### src/sv/mtep_pkg.sv
// Shared types and constants for the MIDI track event parser.
// No dependencies; imported by midi_track_event_parser.
package mtep_pkg;

  // Width of the running absolute tick count (wraps at this many bits)
  localparam int TIME_WIDTH = 32;
  // Width of the event_time port
  localparam int EVT_TIME_W = 32;
  // Width of the payload byte counter
  localparam int REMAIN_W   = 28;
  localparam int VLQ_W      = 32;

  localparam logic [REMAIN_W-1:0] REMAIN_MAX = {REMAIN_W{1'b1}};

  // Status bytes and masks
  localparam logic [7:0] STATUS_META  = 8'hFF;
  localparam logic [7:0] STATUS_SYSEX = 8'hF0;
  localparam logic [7:0] HI_NIBBLE    = 8'hF0;
  localparam logic [7:0] STATUS_PROG  = 8'hC0;
  localparam logic [7:0] STATUS_PRESS = 8'hD0;
  localparam logic [7:0] VLQ_DATA     = 8'h7F;

  // Byte roles
  localparam logic [2:0] ROLE_DELTA  = 3'd0;
  localparam logic [2:0] ROLE_STATUS = 3'd1;
  localparam logic [2:0] ROLE_MTYPE  = 3'd2;
  localparam logic [2:0] ROLE_LENGTH = 3'd3;
  localparam logic [2:0] ROLE_DATA   = 3'd4;

  typedef enum logic [1:0] {
    KIND_CHANNEL = 2'd0,
    KIND_META    = 2'd1,
    KIND_SYSEX   = 2'd2
  } kind_t;

  typedef enum logic [5:0] {
    PH_DELTA     = 6'b000001,
    PH_STATUS    = 6'b000010,
    PH_META_TYPE = 6'b000100,
    PH_LENGTH    = 6'b001000,
    PH_PAYLOAD   = 6'b010000,
    PH_CHAN_DATA = 6'b100000
  } phase_t;

endpackage

### src/sv/midi_track_event_parser.sv
// Byte labeller for the body of a MIDI track chunk.
// Depends on mtep_pkg (types, roles, status constants).
//
// Usage:
//   Input channel (in_valid/in_ready) carries one track byte per word, with
//   last_of_track high on the final byte of the track. Output channel
//   (out_valid/out_ready) returns one labelled word per input word: the byte
//   itself, its role, the event kind, the absolute tick time, and start/end
//   flags for the event.
//   The word is held in the input register, then the parser state update and
//   labelling logic loads the result register, which raises out_valid.
//   Throughput is one word per cycle while the receiver does not stall; the
//   limit is the combinational parser state update (7-bit shift-in plus
//   32-bit tick add).
//   The block takes a new word while a result waits as long as that word has
//   somewhere to go; when the receiver stalls, the result register and the
//   input register both hold, and in_ready drops once both are full.
//   Reset clears both stages and returns the parser to expecting a delta
//   time at tick zero. A word flagged last_of_track is labelled normally and
//   then returns the parser to that same reset state.
module midi_track_event_parser (
  input  logic        clk,
  input  logic        rst,
  input  logic        in_valid,
  output logic        in_ready,
  input  logic [7:0]  track_byte,
  input  logic        last_of_track,
  output logic        out_valid,
  input  logic        out_ready,
  output logic [7:0]  byte_echo,
  output logic [2:0]  byte_role,
  output logic [1:0]  event_kind,
  output logic [31:0] event_time,
  output logic        event_start,
  output logic        event_end
);
  import mtep_pkg::*;

  // Input register
  logic       in_q_valid;
  logic [7:0] in_q_byte;
  logic       in_q_last;

  // Parser state
  phase_t                phase, phase_next;
  logic [TIME_WIDTH-1:0] tick_total, tick_total_next;
  logic [VLQ_W-1:0]      vlq_acc, vlq_acc_next;
  logic [REMAIN_W-1:0]   remain, remain_next;
  kind_t                 cur_kind, cur_kind_next;

  // Labelling results
  logic [2:0] role_c;
  kind_t      kind_c;
  logic       start_c;
  logic       end_c;

  logic             advance;
  logic             out_load;
  logic [VLQ_W-1:0] vlq_shifted;
  logic [REMAIN_W-1:0] len_sat;
  logic [REMAIN_W-1:0] remain_dec;

  // Move a word forward when the result register is free or draining
  assign out_load = !out_valid || out_ready;
  assign advance  = in_q_valid && out_load;
  assign in_ready = !in_q_valid || out_load;

  // Hold the incoming word
  always_ff @(posedge clk) begin
    if (rst) begin
      in_q_valid <= 1'b0;
    end else if (in_ready) begin
      in_q_valid <= in_valid;
    end
    if (in_ready && in_valid) begin
      in_q_byte <= track_byte;
      in_q_last <= last_of_track;
    end
  end

  // Shared arithmetic for variable-length counts and payload countdown
  assign vlq_shifted = (vlq_acc << 7) + VLQ_W'(in_q_byte & VLQ_DATA);
  assign len_sat     = (vlq_shifted > VLQ_W'(REMAIN_MAX)) ? REMAIN_MAX
                                                          : vlq_shifted[REMAIN_W-1:0];
  assign remain_dec  = (remain != '0) ? remain - REMAIN_W'(1) : '0;

  // Label the byte and step the parser
  always_comb begin
    phase_next      = phase;
    tick_total_next = tick_total;
    vlq_acc_next    = vlq_acc;
    remain_next     = remain;
    cur_kind_next   = cur_kind;
    role_c          = ROLE_DELTA;
    kind_c          = KIND_CHANNEL;
    start_c         = 1'b0;
    end_c           = 1'b0;

    unique case (phase)
      PH_STATUS: begin
        role_c       = ROLE_STATUS;
        start_c      = 1'b1;
        vlq_acc_next = '0;
        if (in_q_byte == STATUS_META) begin
          cur_kind_next = KIND_META;
          phase_next    = PH_META_TYPE;
        end else if (in_q_byte == STATUS_SYSEX) begin
          cur_kind_next = KIND_SYSEX;
          phase_next    = PH_LENGTH;
        end else begin
          cur_kind_next = KIND_CHANNEL;
          if ((in_q_byte & HI_NIBBLE) == STATUS_PROG ||
              (in_q_byte & HI_NIBBLE) == STATUS_PRESS) begin
            remain_next = REMAIN_W'(1);
          end else begin
            remain_next = REMAIN_W'(2);
          end
          phase_next = PH_CHAN_DATA;
        end
        kind_c = cur_kind_next;
      end
      PH_META_TYPE: begin
        role_c       = ROLE_MTYPE;
        kind_c       = cur_kind;
        vlq_acc_next = '0;
        phase_next   = PH_LENGTH;
      end
      PH_LENGTH: begin
        role_c       = ROLE_LENGTH;
        kind_c       = cur_kind;
        vlq_acc_next = vlq_shifted;
        if (!in_q_byte[7]) begin
          remain_next  = len_sat;
          vlq_acc_next = '0;
          if (len_sat == '0) begin
            end_c      = 1'b1;
            phase_next = PH_DELTA;
          end else begin
            phase_next = PH_PAYLOAD;
          end
        end
      end
      PH_PAYLOAD, PH_CHAN_DATA: begin
        role_c      = ROLE_DATA;
        kind_c      = cur_kind;
        remain_next = remain_dec;
        if (remain_dec == '0) begin
          end_c      = 1'b1;
          phase_next = PH_DELTA;
        end
      end
      default: begin
        // Delta time: accumulate, add to the running total on the last byte
        vlq_acc_next = vlq_shifted;
        if (!in_q_byte[7]) begin
          tick_total_next = tick_total + TIME_WIDTH'(vlq_shifted);
          vlq_acc_next    = '0;
          phase_next      = PH_STATUS;
        end
      end
    endcase
  end

  // Update parser state; drop everything after the last byte of a track
  always_ff @(posedge clk) begin
    if (rst) begin
      phase      <= PH_DELTA;
      tick_total <= '0;
      vlq_acc    <= '0;
      remain     <= '0;
      cur_kind   <= KIND_CHANNEL;
    end else if (advance) begin
      if (in_q_last) begin
        phase      <= PH_DELTA;
        tick_total <= '0;
        vlq_acc    <= '0;
        remain     <= '0;
        cur_kind   <= KIND_CHANNEL;
      end else begin
        phase      <= phase_next;
        tick_total <= tick_total_next;
        vlq_acc    <= vlq_acc_next;
        remain     <= remain_next;
        cur_kind   <= cur_kind_next;
      end
    end
  end

  // Result register
  always_ff @(posedge clk) begin
    if (rst) begin
      out_valid <= 1'b0;
    end else if (out_load) begin
      out_valid <= in_q_valid;
    end
    if (advance) begin
      byte_echo   <= in_q_byte;
      byte_role   <= role_c;
      event_kind  <= kind_c;
      event_time  <= EVT_TIME_W'(tick_total_next);
      event_start <= start_c;
      event_end   <= end_c;
    end
  end

  // A start flag only ever marks a status byte
  a_start_is_status: assert property (@(posedge clk) disable iff (rst)
    out_valid && event_start |-> byte_role == ROLE_STATUS)
    else $error("event_start on a non-status byte");

  // An event only ends on a length byte or a data byte
  a_end_role: assert property (@(posedge clk) disable iff (rst)
    out_valid && event_end |-> byte_role == ROLE_LENGTH || byte_role == ROLE_DATA)
    else $error("event_end on a byte that cannot close an event");

  // Delta bytes always report channel kind
  a_delta_kind: assert property (@(posedge clk) disable iff (rst)
    out_valid && byte_role == ROLE_DELTA |-> event_kind == KIND_CHANNEL)
    else $error("delta byte with non-channel kind");

  // A meta type byte belongs to a meta event
  a_mtype_kind: assert property (@(posedge clk) disable iff (rst)
    out_valid && byte_role == ROLE_MTYPE |-> event_kind == KIND_META)
    else $error("meta type byte outside a meta event");

  // The parser state moves only when a word is passed to the result stage
  a_state_hold: assert property (@(posedge clk) disable iff (rst)
    !advance |=> $stable(phase) && $stable(tick_total))
    else $error("parser state changed without a word advancing");

endmodule

### config.mk
export PLATFORM = sky130hd
export DESIGN_NAME = midi_track_event_parser
export DESIGN_NICKNAME = d
export VERILOG_FILES = /design/src/sv/mtep_pkg.sv /design/src/sv/midi_track_event_parser.sv
export SDC_FILE = /design/constraint.sdc
export NUM_CORES = 1
export LEC_CHECK = 0
export BUFFER_PORTS_ARGS = -buffer_cell sky130_fd_sc_hd__buf_4
export CAP_MARGIN = 20
export CORE_ASPECT_RATIO = 1.5
export CORE_MARGIN = 2
export CORE_UTILIZATION = 50
export CTS_CLUSTER_DIAMETER = 100
export DETAILED_ROUTE_END_ITERATION = 6
export PLACE_DENSITY = 0.68
export SYNTH_ARGS = -nofsm -noshare
export SYNTH_HDL_FRONTEND = slang
export SYNTH_SLANG_ARGS = --single-unit
### constraint.sdc
create_clock -name clk -period 3.5 [get_ports clk]
set_input_delay 0.175 -clock clk [delete_from_list [all_inputs] [get_ports clk]]
set_output_delay 0.175 -clock clk [all_outputs]
set_load 0.05 [all_outputs]
==> summary.txt, run 1 <==
Placement
  – Port Buffers: 61
  – GPL Wtd Cong: 1.01
  – Detailed Place HPWL: 17700 µm

Hold path
  – Hold_sp: out_ready
  – Hold crit path type: in2reg
  – Hold Path Sink: out_valid$_SDFFE_PP0P_
  – Worst hold stages: 4

Floorplanning
  – DIE HEIGHT: 164 µm
  – Die width: 111 µm
  – Starting density of the core: 0.508
  – Die area: 18100 µm²
  – # rows: 58
  – IO Pins: 62
  – Core area: 16800 µm²

Logic synthesis
  – Mean cell area of the mapped netlist: 8.80 µm²
  – Most used DFF post-synth: dfxtp_1
  – Post-Synthesis Cells: 968
  – Synthesized flop and latch total: 151
  – Synth warn: 0
  – Synthesized net count: 1015
  – Number of synthesized flops with an enable pin: 56
  – Async SR Flop Fraction: 0
  – Distinct cells, synth: 65
  – Sequential area share after synthesis: 0.421
  – Synth Cell Area: 8520 µm²

CTS
  – Clk root buf: clkbuf_16
  – Setup bufs post-CTS: 0
  – CTS tree: done
  – CTS max path bufs: 2
  – CTS H-tree lvls: 4
  – Clock sinks: 151
  – Clock-pin transition on the worst setup and hold timing paths: 70 ps
  – Num CTS Buffers: 17
  – Later-pin clock latency in the skew report: 440 ps

Drt
  – Via density: 6.19
  – Total Wirelength: 25300 µm
  – ANT nets after route: 0
  – Vias: 7880
  – DR pass1 iterations: 7
  – First DRT Iteration DRCs: 749
  – Drc violations: 0
  – Routed len/inst: 19.8 µm

Setup path
  – Critical Setup Path Class: reg2reg
  – Worst Reg-to-Reg Cells: 10
  – Crit path DAT: 3610 ps
  – Critical path fanouts, max: 5
  – Critical Path RT: 3820 ps
  – R2R Path End: tick_total[31]$_SDFFE_PP0P_
  – Reg2reg start: in_q_byte[2]$_DFFE_PP_
  – R2R setup slack: 210 ps
  – CP Capture Type: register
  – Crit start category: register

Timing
  – Worst slew pin tran: 641 ps
  – Setup_tns: 0 ps
  – Final Skew: 12.0 ps
  – Fin crit period: 3290 ps
  – Final Cycle Share: 0.940
  – Fmax: 0.304 GHz
  – Slew margin rel.: 0.573
  – Final setup violation count: 0
  – Hold Vio Cnt, Final: 0
  – Slew Limit Fails: 0
  – RSZ-0062 raised after global routing: no

Final layout
  – Most common cell after layout, fill and taps aside: nor2_1
  – Final Net Count: 1098
  – Ant diodes: 0
  – Most frequent cells in the layout: nor2_1, buf_4, dfxtp_1, nand2_1, a22oi_1
  – Synth-to-Final Area Change: 18.8%
  – Ratio of cells with drive above 1 in the final layout: 0.161

Global route
  – Largest net degree at the start of global routing: 54
  – Vias in the first global route: 7522
  – First-pass GRT wire length: 39500 µm
  – Gr usage total: 0.276
  – Grt total ovfl: 0
  – Initial antenna violation count: 0

Outcome
  – Status: finished clean

Power and ir drop
  – Register share of total power: 0.453
  – Internal power: 3.10 mW
  – Clock share of power: 0.459
  – Comb pwr share: 0.088
  – Pwr Density: 410 nW/µm²
  – Final Total Pwr: 4.15 mW
  – Switching share of power: 0.254
  – Pleak: 4.02 nW
  – P_sw: 1.06 mW
  – Max VDD drop: 311 µV

Flow run
  – Maxcap violations: 0
## synth_stat cells, types with 6 or more instances
master | instances | area [µm²]
mux2_2 | 11 | 124
nor3_1 | 27 | 135
nand4_1 | 14 | 87.6
or4_1 | 9 | 67.6
nor4_1 | 20 | 125
a22oi_1 | 72 | 541
nand3_1 | 10 | 50.1
xor2_1 | 16 | 140
nor3b_1 | 7 | 52.6
nand2b_1 | 10 | 62.6
o22ai_1 | 25 | 156
inv_1 | 18 | 67.6
o21ai_0 | 45 | 225
o21bai_1 | 7 | 52.6
a22o_1 | 11 | 96.3
clkbuf_1 | 55 | 206
nor2_1 | 150 | 563
edfxtp_1 | 56 | 1680
dfxtp_1 | 95 | 1900
a211oi_1 | 9 | 67.6
o31ai_1 | 6 | 45.0
ha_1 | 33 | 413
xnor2_1 | 34 | 298
a21o_1 | 14 | 105
nand2_1 | 81 | 304
a21oi_1 | 46 | 230
## worst max-delay path, cell delays in order, from the launching register on
cell      delay [ps]
edfxtp_1         390
ha_1             380
o21ai_0          150
o21a_1           200
or4_1            610
a211oi_1         310
o21ai_0          200
a22oi_1          250
xor2_1           250
mux2i_1          110
a311o_1          310
## routing by layer
layer  up-vias  part of all wire  global-route usage
met2       239              0.51               0.486
met5         -                 0                   0
met3        59             0.044              0.0428
li1       3771                 -                   -
met1      3811              0.41               0.329
met4         0             0.036               0.134
## layout make-up
cell class / instances / area, µm²
fillers: 1483 / 6640
flip-flops and latches: 151 / 3580
clock buffers: 18 / 429
repair buffers: 122 / 941
multi-input cells: 741 / 4660
well taps: 210 / 263
clock inverters: 14 / 176
inverters: 18 / 67.6
## power by group through the flow
| stage | clock, mW | sequential, mW | combinational (mW) |
|---|---|---|---|
| finish | 1.91 | 1.88 | 0.367 |
| global route | 1.99 | 1.88 | 0.389 |
| CTS | 1.93 | 1.88 | 0.365 |
| detailed placement | 0 | 1.92 | 0.354 |
| global placement | 0 | 1.92 | 0.353 |
| floorplan | 0 | 2.00 | 0.145 |
## cell families (layout without fill, tap and decap cells)
logic type / after synthesis / count (layout) / share of synthesized area
mux: 15 / 15 / 0.0192
fa+ha+maj: 34 / 34 / 0.0508
compound gates: 278 / 278 / 0.219
buf+inv: 76 / 172 / 0.0353
xor+xnor: 50 / 50 / 0.0514
simple gates: 364 / 364 / 0.203
flops: 151 / 151 / 0.421
## how the worst max path moves through the flow
stage	start	end	slack (ps)	cells past startpoint
finish	in_q_byte[2]$_DFFE_PP_	tick_total[31]$_SDFFE_PP0P_	210	10
floorplan	out_valid$_SDFFE_PP0P_	vlq_acc[10]$_SDFFE_PP0P_	160	9
CTS	in_q_byte[2]$_DFFE_PP_	tick_total[31]$_SDFFE_PP0P_	210	10
global route	in_q_byte[3]$_DFFE_PP_	tick_total[31]$_SDFFE_PP0P_	10	10
global placement	in_q_byte[2]$_DFFE_PP_	tick_total[31]$_SDFFE_PP0P_	280	10
detailed placement	in_q_byte[2]$_DFFE_PP_	tick_total[31]$_SDFFE_PP0P_	230	10
## what timing repair did
| item | CTS | global route |
|---|---|---|
| resized for setup | 0 | 1 |
| hold buffers | 10 | 0 |
| endpoints found under the setup margin | 0 | 1 |
| endpoints found under the hold margin | 10 | 0 |
## flip-flops by register name (all words and copies together), names as in the netlist
| signal | count |
|---|---|
| cur_kind | 2 |
| event_time | 32 |
| remain | 28 |
| tick_total | 32 |
| in_q_byte | 8 |
| phase | 6 |
| event_kind | 2 |
| out_valid | 1 |
| in_q_valid | 1 |
| in_q_last | 1 |
| event_start | 1 |
| vlq_acc | 25 |
| event_end | 1 |
| byte_role | 3 |
| byte_echo | 8 |
## metrics by stage
| stage | hold WS (ps) | setup slack (ps) | instance area (µm²) | cells | utilization |
|---|---|---|---|---|---|
| 5_1_grt | 79.6 | 14.8 | 10100 | 1274 | 0.604 |
| 6_report | 64.0 | 210 | 10100 | 1274 | 0.604 |
| 2_1_floorplan | 274 | 161 | 8520 | 968 | - |
| 4_1_cts | 35.9 | 207 | 10100 | 1274 | 0.604 |
| 3_5_place_dp | 357 | 232 | 9410 | 1232 | 0.561 |
| 3_3_place_gp | 353 | 282 | 9410 | 1232 | 0.561 |
(Power assumes the default switching activity.)
==> run 2, diff against run 1 <==
--- a/config.mk
+++ b/config.mk
@@ -5,6 +5,7 @@
 export SDC_FILE = /design/constraint.sdc
 export NUM_CORES = 1
 export LEC_CHECK = 0
+export ABC_AREA = 1
 export BUFFER_PORTS_ARGS = -buffer_cell sky130_fd_sc_hd__buf_4
 export CAP_MARGIN = 20
 export CORE_ASPECT_RATIO = 1.5
==> run 2 against run 1 <==
Effect of this change:
- global-route usage down 0.18 points
- worst hold slack worse by 39 ps
- worst setup slack better by 480 ps
- register-to-register slack better by 480 ps
- first-iteration DRC count down 26%
- design area up 4.1%
- maximum frequency up 17%
- clock power down 4%
- largest cell class unchanged
- total power up 3.8%
==> summary.txt, run 2 <==
Outcome
  – Status: finished clean

CTS
  – Hold Buf Count CTS: 9
  – Clock-pin transition on the worst setup and hold timing paths: 60 ps
  – Clock sinks: 151
  – Clk root buf: clkbuf_16
  – CTS max path bufs: 2
  – Setup bufs post-CTS: 0
  – CTS tree: done
  – Post-CTS sizing: 0
  – Later-pin clock latency in the skew report: 440 ps
  – CTS H-tree lvls: 4
  – Num CTS Buffers: 17

Setup path
  – Crit path DAT: 3170 ps
  – Critical Path RT: 3860 ps
  – R2R Path End: tick_total[5]$_SDFFE_PP0P_
  – Crit path launch: phase[5]$_SDFFE_PP0P_
  – Crit-path slowest cell: nor2_4
  – Critical Setup Path Class: reg2reg
  – CP Capture Type: register
  – Critical Path End: tick_total[5]$_SDFFE_PP0P_
  – Crit path largest cell delay: 590 ps
  – Worst Reg-to-Reg Cells: 10
  – Critical path fanouts, max: 22
  – Crit start category: register
  – CP Cell Sequence: nor2_2 -> nand4_1 -> inv_1 -> nor2_1 -> nand2_1 -> nor2_4 -> inv_1 -> o21ai_0 -> nand2_1 -> a21oi_1
  – R2R setup slack: 690 ps
  – Reg2reg start: phase[5]$_SDFFE_PP0P_

Logic synthesis
  – Most used DFF post-synth: dfxtp_1
  – Synth Cell Area: 9210 µm²
  – Async SR Flop Fraction: 0
  – Yosys top cell by area: dfxtp_1
  – Count leader, synth: nand2_1
  – Top post-synthesis cells by count: nand2_1, nor2_1, a21oi_1, inv_1, dfxtp_1
  – Synthesized flop and latch total: 151
  – Number of synthesized flops with an enable pin: 56
  – Synthesized net count: 1313
  – Post-Synthesis Cells: 1266
  – Mean cell area of the mapped netlist: 7.27 µm²
  – Leading post-synthesis cells by cell area: dfxtp_1, edfxtp_1, nand2_1, a21oi_1, nor2_1
  – Synth warn: 0
  – Distinct cells, synth: 47
  – Synth top area share: 0.207
  – Sequential area share after synthesis: 0.389

Timing
  – Fin crit period: 2810 ps
  – Hold Vio Cnt, Final: 0
  – Worst slew pin tran: 847 ps
  – Setup_tns: 0 ps
  – Final setup violation count: 0
  – Final Cycle Share: 0.802
  – Fmax: 0.356 GHz
  – Min Hold Slack: 24.6 ps
  – Slew Limit Fails: 0
  – RSZ-0062 raised after global routing: no
  – Setup slack after layout: 693 ps
  – Final Skew: 13.5 ps
  – Slew margin rel.: 0.429

Global route
  – Initial antenna violation count: 0
  – Largest net degree at the start of global routing: 56
  – Gr usage total: 0.274
  – Vias in the first global route: 8395
  – First-pass GRT wire length: 41800 µm
  – Grt total ovfl: 0

Final layout
  – Final Util: 0.585
  – Fillers: 1721
  – Most common cell after layout, fill and taps aside: nand2_1
  – Ratio of cells with drive above 1 in the final layout: 0.127
  – Biggest regs: event_time (32), tick_total (32), remain (28)
  – Post-route cell area: 10500 µm²
  – Final Net Count: 1369
  – Synth-to-Final Area Change: 14.4%
  – Most frequent cells in the layout: nand2_1, nor2_1, a21oi_1, inv_1, dfxtp_1
  – Non-filler instance count after layout: 1552
  – Ant diodes: 0

Power and ir drop
  – Pwr Density: 409 nW/µm²
  – Pleak: 4.43 nW
  – Final Total Pwr: 4.31 mW
  – Max VDD drop: 205 µV

Drt
  – First DRT Iteration DRCs: 553
  – Routed len/inst: 17.0 µm
  – DR pass1 iterations: 7
  – ANT nets after route: 0
  – Vias: 8736
  – Total Wirelength: 26400 µm
  – Via density: 5.63
  – Drc violations: 0

Placement
  – Detailed Place HPWL: 19700 µm
  – GPL Wtd Cong: 0.953
  – Placed cell count: 1510
  – Pre-CTS WS: 682 ps
  – Placed cell area: 9830 µm²
  – Port Buffers: 61

Floorplanning
  – IO Pins: 62
  – # rows: 60
  – Die area: 19500 µm²
  – Die width: 115 µm
  – Starting density of the core: 0.511
  – Core area: 18000 µm²
  – DIE HEIGHT: 170 µm

Flow run
  – Maxcap violations: 0

Hold path
  – Hold crit path type: in2reg
run 2: cell types whose count changed after synthesis, moves of 15 or more:
| cell | before | now |
|---|---|---|
| nor3_1 | 27 | 12 |
| a21oi_1 | 46 | 120 |
| inv_1 | 18 | 97 |
| o21ai_0 | 45 | 94 |
| a22oi_1 | 72 | 24 |
| nand2_1 | 81 | 326 |
| clkbuf_1 | 55 | 31 |
| o22ai_1 | 25 | 0 |
| nand3_1 | 10 | 59 |
| xnor2_1 | 34 | 14 |
run 2: how the worst min path moves through the flow:
stage / to / from / depth (start not counted)
after floorplan: in_q_byte[0]$_DFFE_PP_ / track_byte[0] / 0
after global placement: in_q_byte[7]$_DFFE_PP_ / track_byte[7] / 1
after detailed placement: in_q_byte[0]$_DFFE_PP_ / track_byte[0] / 1
after CTS: out_valid$_SDFFE_PP0P_ / out_ready / 4
after global routing: out_valid$_SDFFE_PP0P_ / out_ready / 4
final: out_valid$_SDFFE_PP0P_ / out_ready / 4
run 2: area by class of cell:
| type | instances | area [µm²] | share of cell area |
|---|---|---|---|
| clock inverter | 9 | 87.6 | 0.00831 |
| multi-input combinational | 970 | 5060 | 0.480 |
| clock buffer | 23 | 510 | 0.0485 |
| sequential | 151 | 3580 | 0.340 |
| tap | 217 | 272 | 0.0258 |
| timing repair buffer | 82 | 646 | 0.0613 |
| inverter | 100 | 378 | 0.0359 |
run 2: power by group:
group / switching [mW] / internal [mW] / leakage (nW)
logic: 0.384 / 0.163 / 2.84
clock network: 0.740 / 1.10 / 0.290
registers: 0.0378 / 1.88 / 1.30
run 2: metal layers:
layer  track usage  up-vias  routed length [µm]
met4         0.139        0                1190
met2         0.496      221               13700
li1              -     4370                   -
met5             0        -                   0
met1         0.306     4074               10500
met3        0.0442       71                 962
run 2: critical path, delay by kind of cell, from the launching register on:
family                 cells  cell delay, ps
and+or+nand+nor            6            1440
AOI/OAI and AO/OA          2             470
DFF                        1             370
buffers and inverters      2             450
run 2: kinds of logic after synthesis:
family          after synthesis  synth area share
simple gates                638             0.308
flops                       151             0.389
xor+xnor                     30            0.0285
compound gates              265             0.160
mux                           3           0.00326
buf+inv                     145            0.0639
fa+ha+maj                    34            0.0470
==> run 3, diff against run 2 <==
==> constraint.sdc (replaced) <==
create_clock -name clk -period 2.9 [get_ports clk]
set_input_delay 0.145 -clock clk [delete_from_list [all_inputs] [get_ports clk]]
set_output_delay 0.145 -clock clk [all_outputs]
set_load 0.05 [all_outputs]
==> run 3 against run 2 <==
Effect of this change:
- clock skew fell by 1.7 ps
- design area rose by 0.77%
- worst setup slack got worse by 470 ps
- clock power rose by 16%
- critical endpoint is now tick_total[22]$_SDFFE_PP0P_
==> summary.txt, run 3 (synthesis results as in run 2) <==
Timing
  – Slew margin rel.: 0.553
  – Final Cycle Share: 0.923
  – Worst slew pin tran: 663 ps
  – Final setup violation count: 0
  – Final Skew: 11.7 ps
  – Setup_tns: 0 ps
  – Hold Vio Cnt, Final: 0
  – Fmax: 0.374 GHz
  – Fin crit period: 2680 ps
  – RSZ-0062 raised after global routing: no
  – Slew Limit Fails: 0

Drt
  – Routed len/inst: 17.2 µm
  – ANT nets after route: 0
  – First DRT Iteration DRCs: 615
  – Drc violations: 0
  – DR pass1 iterations: 5
  – Vias: 8757
  – Total Wirelength: 27000 µm
  – Via density: 5.59

Setup path
  – Crit start category: register
  – Crit path DAT: 2970 ps
  – CP Cell Sequence: ha_1 -> fa_1 -> nand2_1 -> nand2_1 -> o21ai_0 -> o21ai_0 -> nand3_1 -> nand2_1 -> nand2_1 -> nand2_1 -> xnor2_1 -> nand2_1 -> nand3b_1 -> a21oi_1
  – Critical Path RT: 3190 ps
  – Crit-path slowest cell: fa_1
  – Critical path fanouts, max: 4
  – Crit path buf inv count: 0
  – Crit path largest cell delay: 460 ps
  – CP top delay family: adder cells
  – Critical Setup Path Class: reg2reg
  – Most frequent CP cell: nand2_1
  – CP Capture Type: register

CTS
  – CTS max path bufs: 2
  – CTS tree: done
  – Clock-pin transition on the worst setup and hold timing paths: 60 ps
  – CTS H-tree lvls: 4
  – Clk root buf: clkbuf_16
  – Clock sinks: 151
  – Later-pin clock latency in the skew report: 430 ps
  – Num CTS Buffers: 17
  – Setup bufs post-CTS: 0

Floorplanning
  – IO Pins: 62
  – Die area: 19500 µm²
  – DIE HEIGHT: 170 µm
  – Die width: 115 µm
  – Starting density of the core: 0.511
  – # rows: 60
  – Core area: 18000 µm²

Final layout
  – Biggest regs: event_time (32), tick_total (32), remain (28)
  – Synth-to-Final Area Change: 15.3%
  – Post-route cell area: 10600 µm²
  – Final Net Count: 1383
  – Ant diodes: 0
  – Final Util: 0.589
  – Most frequent cells in the layout: nand2_1, nor2_1, a21oi_1, inv_1, dfxtp_1
  – Ratio of cells with drive above 1 in the final layout: 0.136
  – Fillers: 1743
  – Non-filler instance count after layout: 1566
  – Most common cell after layout, fill and taps aside: nand2_1
  – Reg area: 3580 µm²
  – Footprint of the multi-input gates: 5060 µm²

Global route
  – Initial antenna violation count: 0
  – Largest net degree at the start of global routing: 41
  – Gr usage total: 0.283
  – Grt total ovfl: 0
  – Vias in the first global route: 8531
  – First-pass GRT wire length: 43100 µm

Hold path
  – Hold crit path type: in2reg

Flow run
  – Maxcap violations: 0

Placement
  – Placed cell area: 9930 µm²
  – Placed cell count: 1523
  – GPL Wtd Cong: 0.969
  – Detailed Place HPWL: 20300 µm
  – Port Buffers: 61

Power and ir drop
  – Pwr Density: 483 nW/µm²
  – Max VDD drop: 282 µV
  – Pleak: 4.48 nW

Outcome
  – Status: finished clean
-- run 3: layout make-up --
type,instances,area share
multi-input combinational,970,0.477
clock buffer,19,0.0417
sequential,151,0.338
timing repair buffer,96,0.0710
clock inverter,13,0.0114
tap,217,0.0256
inverter,100,0.0359
-- run 3: worst paths after layout --
path | from | endpoint | slack (ps) | cells past startpoint
worst min-delay path | in_valid | in_q_valid$_SDFFE_PP0N_ | 7 | 3
worst max register to register | in_q_byte[0]$_DFFE_PP_ | tick_total[22]$_SDFFE_PP0P_ | 220 | 14
worst min register to register | cur_kind[0]$_SDFFE_PP0P_ | cur_kind[0]$_SDFFE_PP0P_ | 460 | 2
worst max-delay path | in_q_byte[0]$_DFFE_PP_ | tick_total[22]$_SDFFE_PP0P_ | 220 | 14
-- run 3: report_power, final --
group          internal (mW)  switching [mW]  total (mW)  leakage [nW]
registers               2.27          0.0411        2.31          1.30
clock network           1.21           0.918        2.13         0.272
logic                  0.205           0.475       0.680          2.91
-- run 3: what timing repair did --
item                                   4_1_cts  5_1_grt
hold buffers                                10        0
resized for setup                            0        1
setup endpoints to repair                    0        2
endpoints found under the hold margin       10        0
-- run 3: per-layer routing --
| metal | track usage | routed length [µm] |
|---|---|---|
| met5 | 0 | 0 |
| met4 | 0.139 | 1240 |
| met3 | 0.0410 | 761 |
| met2 | 0.517 | 14200 |
| met1 | 0.318 | 10800 |
-- run 3: through the flow --
| step | worst slack (ps) | total power [mW] | hold slack [ps] |
|---|---|---|---|
| 2_1_floorplan | 176 | 2.82 | 244 |
| 3_3_place_gp | 252 | 3.02 | 324 |
| 3_5_place_dp | 269 | 3.02 | 328 |
| 4_1_cts | 218 | 5.15 | 6.00 |
| 5_1_grt | 10.9 | 5.30 | 4.59 |
| 6_report | 223 | 5.12 | 7.17 |
-- run 3: worst min-delay path, cell delays in order --
cell and delay (ps):
buf_4 80, nand2_1 60, a21oi_1 120
